**config.mk**
```make
export PLATFORM = sky130hd
export DESIGN_NAME = bba_ram
export DESIGN_NICKNAME = d
export VERILOG_FILES = /design/src/design/bba_ram.sv
export SDC_FILE = /design/constraint.sdc
export NUM_CORES = 2
export LEC_CHECK = 0
export BUFFER_PORTS_ARGS = -buffer_cell sky130_fd_sc_hd__buf_2
export CORE_MARGIN = 1.5
export CORE_UTILIZATION = 35
export CTS_CLUSTER_DIAMETER = 50
export DETAILED_ROUTE_END_ITERATION = 16
export SYNTH_ARGS = -nofsm -noshare
export SYNTH_HDL_FRONTEND = slang
export SYNTH_SLANG_ARGS = --single-unit
```
**constraint.sdc**
```tcl
create_clock -name clk -period 2.6 [get_ports clk]
set_input_delay 0.13 -clock clk [delete_from_list [all_inputs] [get_ports clk]]
set_output_delay 0.13 -clock clk [all_outputs]
set_load 0.02 [all_outputs]
```
**src/design/bba_ram.sv**
```systemverilog
module bba_ram #(
	parameter int WIDTH = 8,
	parameter int DEPTH = 256
) (
	input  logic                     clk,
	input  logic                     we,
	input  logic [$clog2(DEPTH)-1:0] waddr,
	input  logic [WIDTH-1:0]         wdata,
	input  logic [$clog2(DEPTH)-1:0] raddr,
	output logic [WIDTH-1:0]         rdata
);

	logic [WIDTH-1:0] mem_q [DEPTH];
	logic [WIDTH-1:0] rdata_q;

	always_ff @(posedge clk) begin
		if (we) begin
			mem_q[waddr] <= wdata;
		end
		rdata_q <= mem_q[raddr];
	end

	assign rdata = rdata_q;

endmodule

```
# Word-level counts from Yosys, hierarchy flattened
# Memories as Yosys holds them, arrays and structs flattened. A register that Yosys moved wholly into a read port is not among the register bits.
# Index checks and enable logic that the tools add are counted.
# Widths: inputs -> output; s select.
[totals]
reg_bits = 0
mem_bits_rw = 2048
input_bits = 26
out_inout_bits = 8
word_cells = 3
n_memories = 1
[memory_table]
columns = ["memory", "depth", "word_bits", "read_ports", "rd_ports_with_merged_regs", "write_ports", "line_no", "text"]
rows = [
  ["mem_q", 256, 8, 1, 1, 1, "13", "logic [WIDTH-1:0] mem_q [DEPTH];"],
]
[classes]
n_mux = 2
[op_table]
columns = ["op", "count"]
rows = [
  ["$mux 1", 2],
]

# Longest topological paths before layout
[depth]
depth_word = 2
ltp_mapped = 11
depth_no_buf = 6

# Worst setup path after synthesis
# No wires, ideal clock.
[synth_timing]
path_type = "input to register"
start = "in raddr[0]"
end = "reg rdata_q[2], in the netlist rdata[2], read port of mem_q"
setup_time_ps = 131
t_arrival_ps = 1937
required_ps = 2469
slack_ps = 532
cell_stages = 9
path_buffers = 4
cell_sequence = "buf_6 buf_12 buf_8 buf_2 mux4_2 a22oi_1 a21oi_1 nor4_1 nor4_2"
[synth_lines]
columns = ["item", "line_no", "text"]
rows = [
  ["start, declared", "9", "input logic [$clog2(DEPTH)-1:0] raddr,"],
  ["end, declared", "14", "logic [WIDTH-1:0] rdata_q;"],
]

==> metrics.txt <==
status=finished, violations left; failing checks=negative setup slack; pin slew with the least headroom to its limit=0.991 ns; sequential-to-total area share from yosys stat=77.5%; drt via density=5.40; layout cells sized above 1=31.4%; Int Pwr=54700 uW; top fanout value on the critical path=1; Worst Hold Class=input port to flop; Clock Pin Slew Worst Setup and Hold Paths=0.06 ns; Final Worst Setup Slack=-0.0142 ns; Design Power=69700 uW; CTS sink count=2056; Num CTS Buffers=203; GRT Util Overall=17.8%; met2 WL post-DR=99300 microns; die footprint=0.230 sq mm; post-layout minimum cycle time=2.61 ns; WL/cell=27.4 microns; largest net degree at the start of global routing=96; DR vias=40700; Hold Violations, Final=0; WL met1=87500 microns; maximum buffer depth of the clock tree=3; Worst Setup Path Type=flop to flop; largest cells by area after synthesis=edfxtp_1, mux4_2, mux2i_1, nor2_1, a22oi_1; Synth top area share=77.3%; crit share post-route=101%; gr ovfl total=0; Clock Power Share=42.1%; final RePlAce weighted congestion=0.835; Post-DP HPWL=135000 microns; final setup fails=1; Core ar.=0.225 sq mm; Cell Area, Synth=0.0796 sq mm; fin util=41.9%; Final Skew=0.0398 ns; Die X=480 microns; CTS root buffer=clkbuf_16; total of max-cap violations=0; Main synth FF type=edfxtp_1; synth warn=0; number of synthesized flops with an enable pin=2048; WP data required=3.27 ns; initial drt markers=4816; DRC Markers=0; global-route wire length before repair=297000 microns; met3 wire length=14400 microns; final slew viol count=0; Highest Clock Rate=383 MHz; max layer used=met5; CP Launch Type=flop; TritonRoute pass-1 iters=5; Layout area overhead=18.7%; H-tree Lvls=4; antenna-violating nets left=0; row count=174; top-level I/O count=34; vias in the first global route=40900; Layout fillers=19500; arrival time worst endpoint=3.29 ns; Die Span Y=480 microns; pre-CTS setup slack=-0.670 ns; Synth Register Bits=2056; FFs w/ async S/R, synth=0%; Worst-Skew Late Latency=0.83 ns; Leak Pwr=0.0301 uW; number of port buffers=33; CTS tree=built; Sw Pwr=15000 uW; Gate power share=5.4%; Worst slew margin=33.4%; RSZ-0062 raised after global routing=no; CP Capture Type=flop; peak supply drop=0.644 mV; Yosys cell types=55; Cell Pwr Density=738 mW/mm^2; Post-Synthesis Cells=3733; initial core utilization=35.3%; NumNets Final=4396; antenna violations before repair=16; syn_nets=3759; sw frac=21.5%; Avg Cell Area, Syn=21.3 sq um; routed wire length=206000 microns; # Post-CTS Setup Buffers=0; Seq pwr share=52.5%; dominant cell type by area after synthesis=edfxtp_1; Post-Route Setup TNS=-0.0142 ns
## state kept, by name, summed over array words and instances, names as in the netlist
register / cells
mem_q: 2048
rdata: 8
## cell families after synthesis
group | Yosys count | share of synthesized area [%]
mux | 591 | 14.6
flops | 2056 | 77.5
buf+inv | 235 | 1.83
simple gates | 466 | 2.63
compound gates | 385 | 3.42
## critical path: stages (launching register included)
cell	delay [ns]
edfxtp_1	0.37
mux4_2	0.52
mux4_2	0.50
nor2_1	0.11
a2111oi_0	0.07
nor3_1	0.78
nor4_2	0.11
## cells in the final DEF (no fill, tap or decap), types with 6 or more instances in the layout
cell and n:
nor4_2 6, a22o_1 8, a21oi_1 96, mux4_2 454, o22ai_1 28, mux2i_1 134
buf_4 561, edfxtp_1 2048, o211ai_1 10, buf_2 21, nor2_1 279, nor3_1 21
inv_6 7, o21ai_0 10, nand2b_1 8, buf_8 10, clkbuf_1 44, a221oi_1 13
and2_1 6, dfxtp_1 8, nand2_1 33, nand3_1 34, dlygate4sd3_1 12, clkinvlp_4 7
a211oi_1 16, o221ai_1 46, nand4_1 10, clkbuf_16 206, bufinv_16 21, clkinv_8 6
clkinv_1 39, nor4_1 21, diode_2 7, clkinv_2 34, a22oi_1 133, buf_12 61
nor2b_1 28
## repair_timing
| action | 4_1_cts | 5_1_grt |
|---|---|---|
| hold endpoints to repair | 1004 | 0 |
| gates cloned | 0 | 0 |
| endpoints found under the setup margin | 1 | 3 |
| hold buffers | 12 | 0 |
| pin swaps | 0 | 0 |
| gates resized for setup | 1 | 3 |
## through the flow
stage	area, sq um	std cells	hold slack (ns)
detailed placement	87600	7145	0.538
global route	94400	7535	0.0580
global placement	87600	7145	0.531
floorplan	79600	3733	0.229
CTS	94400	7532	0.0100
finish	94400	7539	0.0786
## worst paths after layout
check                          start                 endpoint  slack [ns]  cells after the start
max          mem_q[139][2]$_DFFE_PP_         rdata[2]$_DFF_P_       -0.01                      6
min                         waddr[7]  mem_q[212][6]$_DFFE_PP_        0.08                      4
max reg2reg  mem_q[139][2]$_DFFE_PP_         rdata[2]$_DFF_P_       -0.01                      6
min reg2reg   mem_q[49][0]$_DFFE_PP_         rdata[0]$_DFF_P_        1.13                      6
## cell type report
type | count | area (sq um) | share of cell area [%]
Timing Repair Buffer | 665 | 5810 | 6.15
Inverter | 2 | 7.51 | 0.00795
Tap cell | 2992 | 3740 | 3.97
Clock buffer | 251 | 5330 | 5.65
Clock inverter | 124 | 1320 | 1.40
Multi-Input combinational cell | 1442 | 16500 | 17.5
Sequential cell | 2056 | 61700 | 65.3
Antenna cell | 7 | 17.5 | 0.0186
## power by group through the flow
stage	logic (uW)	clock network [uW]	registers [uW]
floorplan	1770	0	37300
global placement	3720	0	37300
detailed placement	3750	0	37300
CTS	3790	29800	36600
global route	3950	31100	36600
finish	3750	29400	36600
## synth_stat cells, drive strengths merged, types with 8 or more instances
cell,instances
nor2b,31
nand3,34
o211ai,10
o221ai,47
nor3,22
nand4,10
mux4,456
nor4,27
a21oi,96
edfxtp,2048
clkbuf,111
a22oi,133
mux2i,134
a221oi,14
a211oi,16
dfxtp,8
nand2,33
o21ai,12
nand2b,8
o22ai,28
buf,122
nor2,282
a22o,8
## metal layers
layer,up-vias,track usage (%)
met4,2,4.88
met2,1544,28.5
li1,17000,-
met3,282,2.84
met1,21800,25.3
met5,-,0
Power figures use the tool's default switching activity.
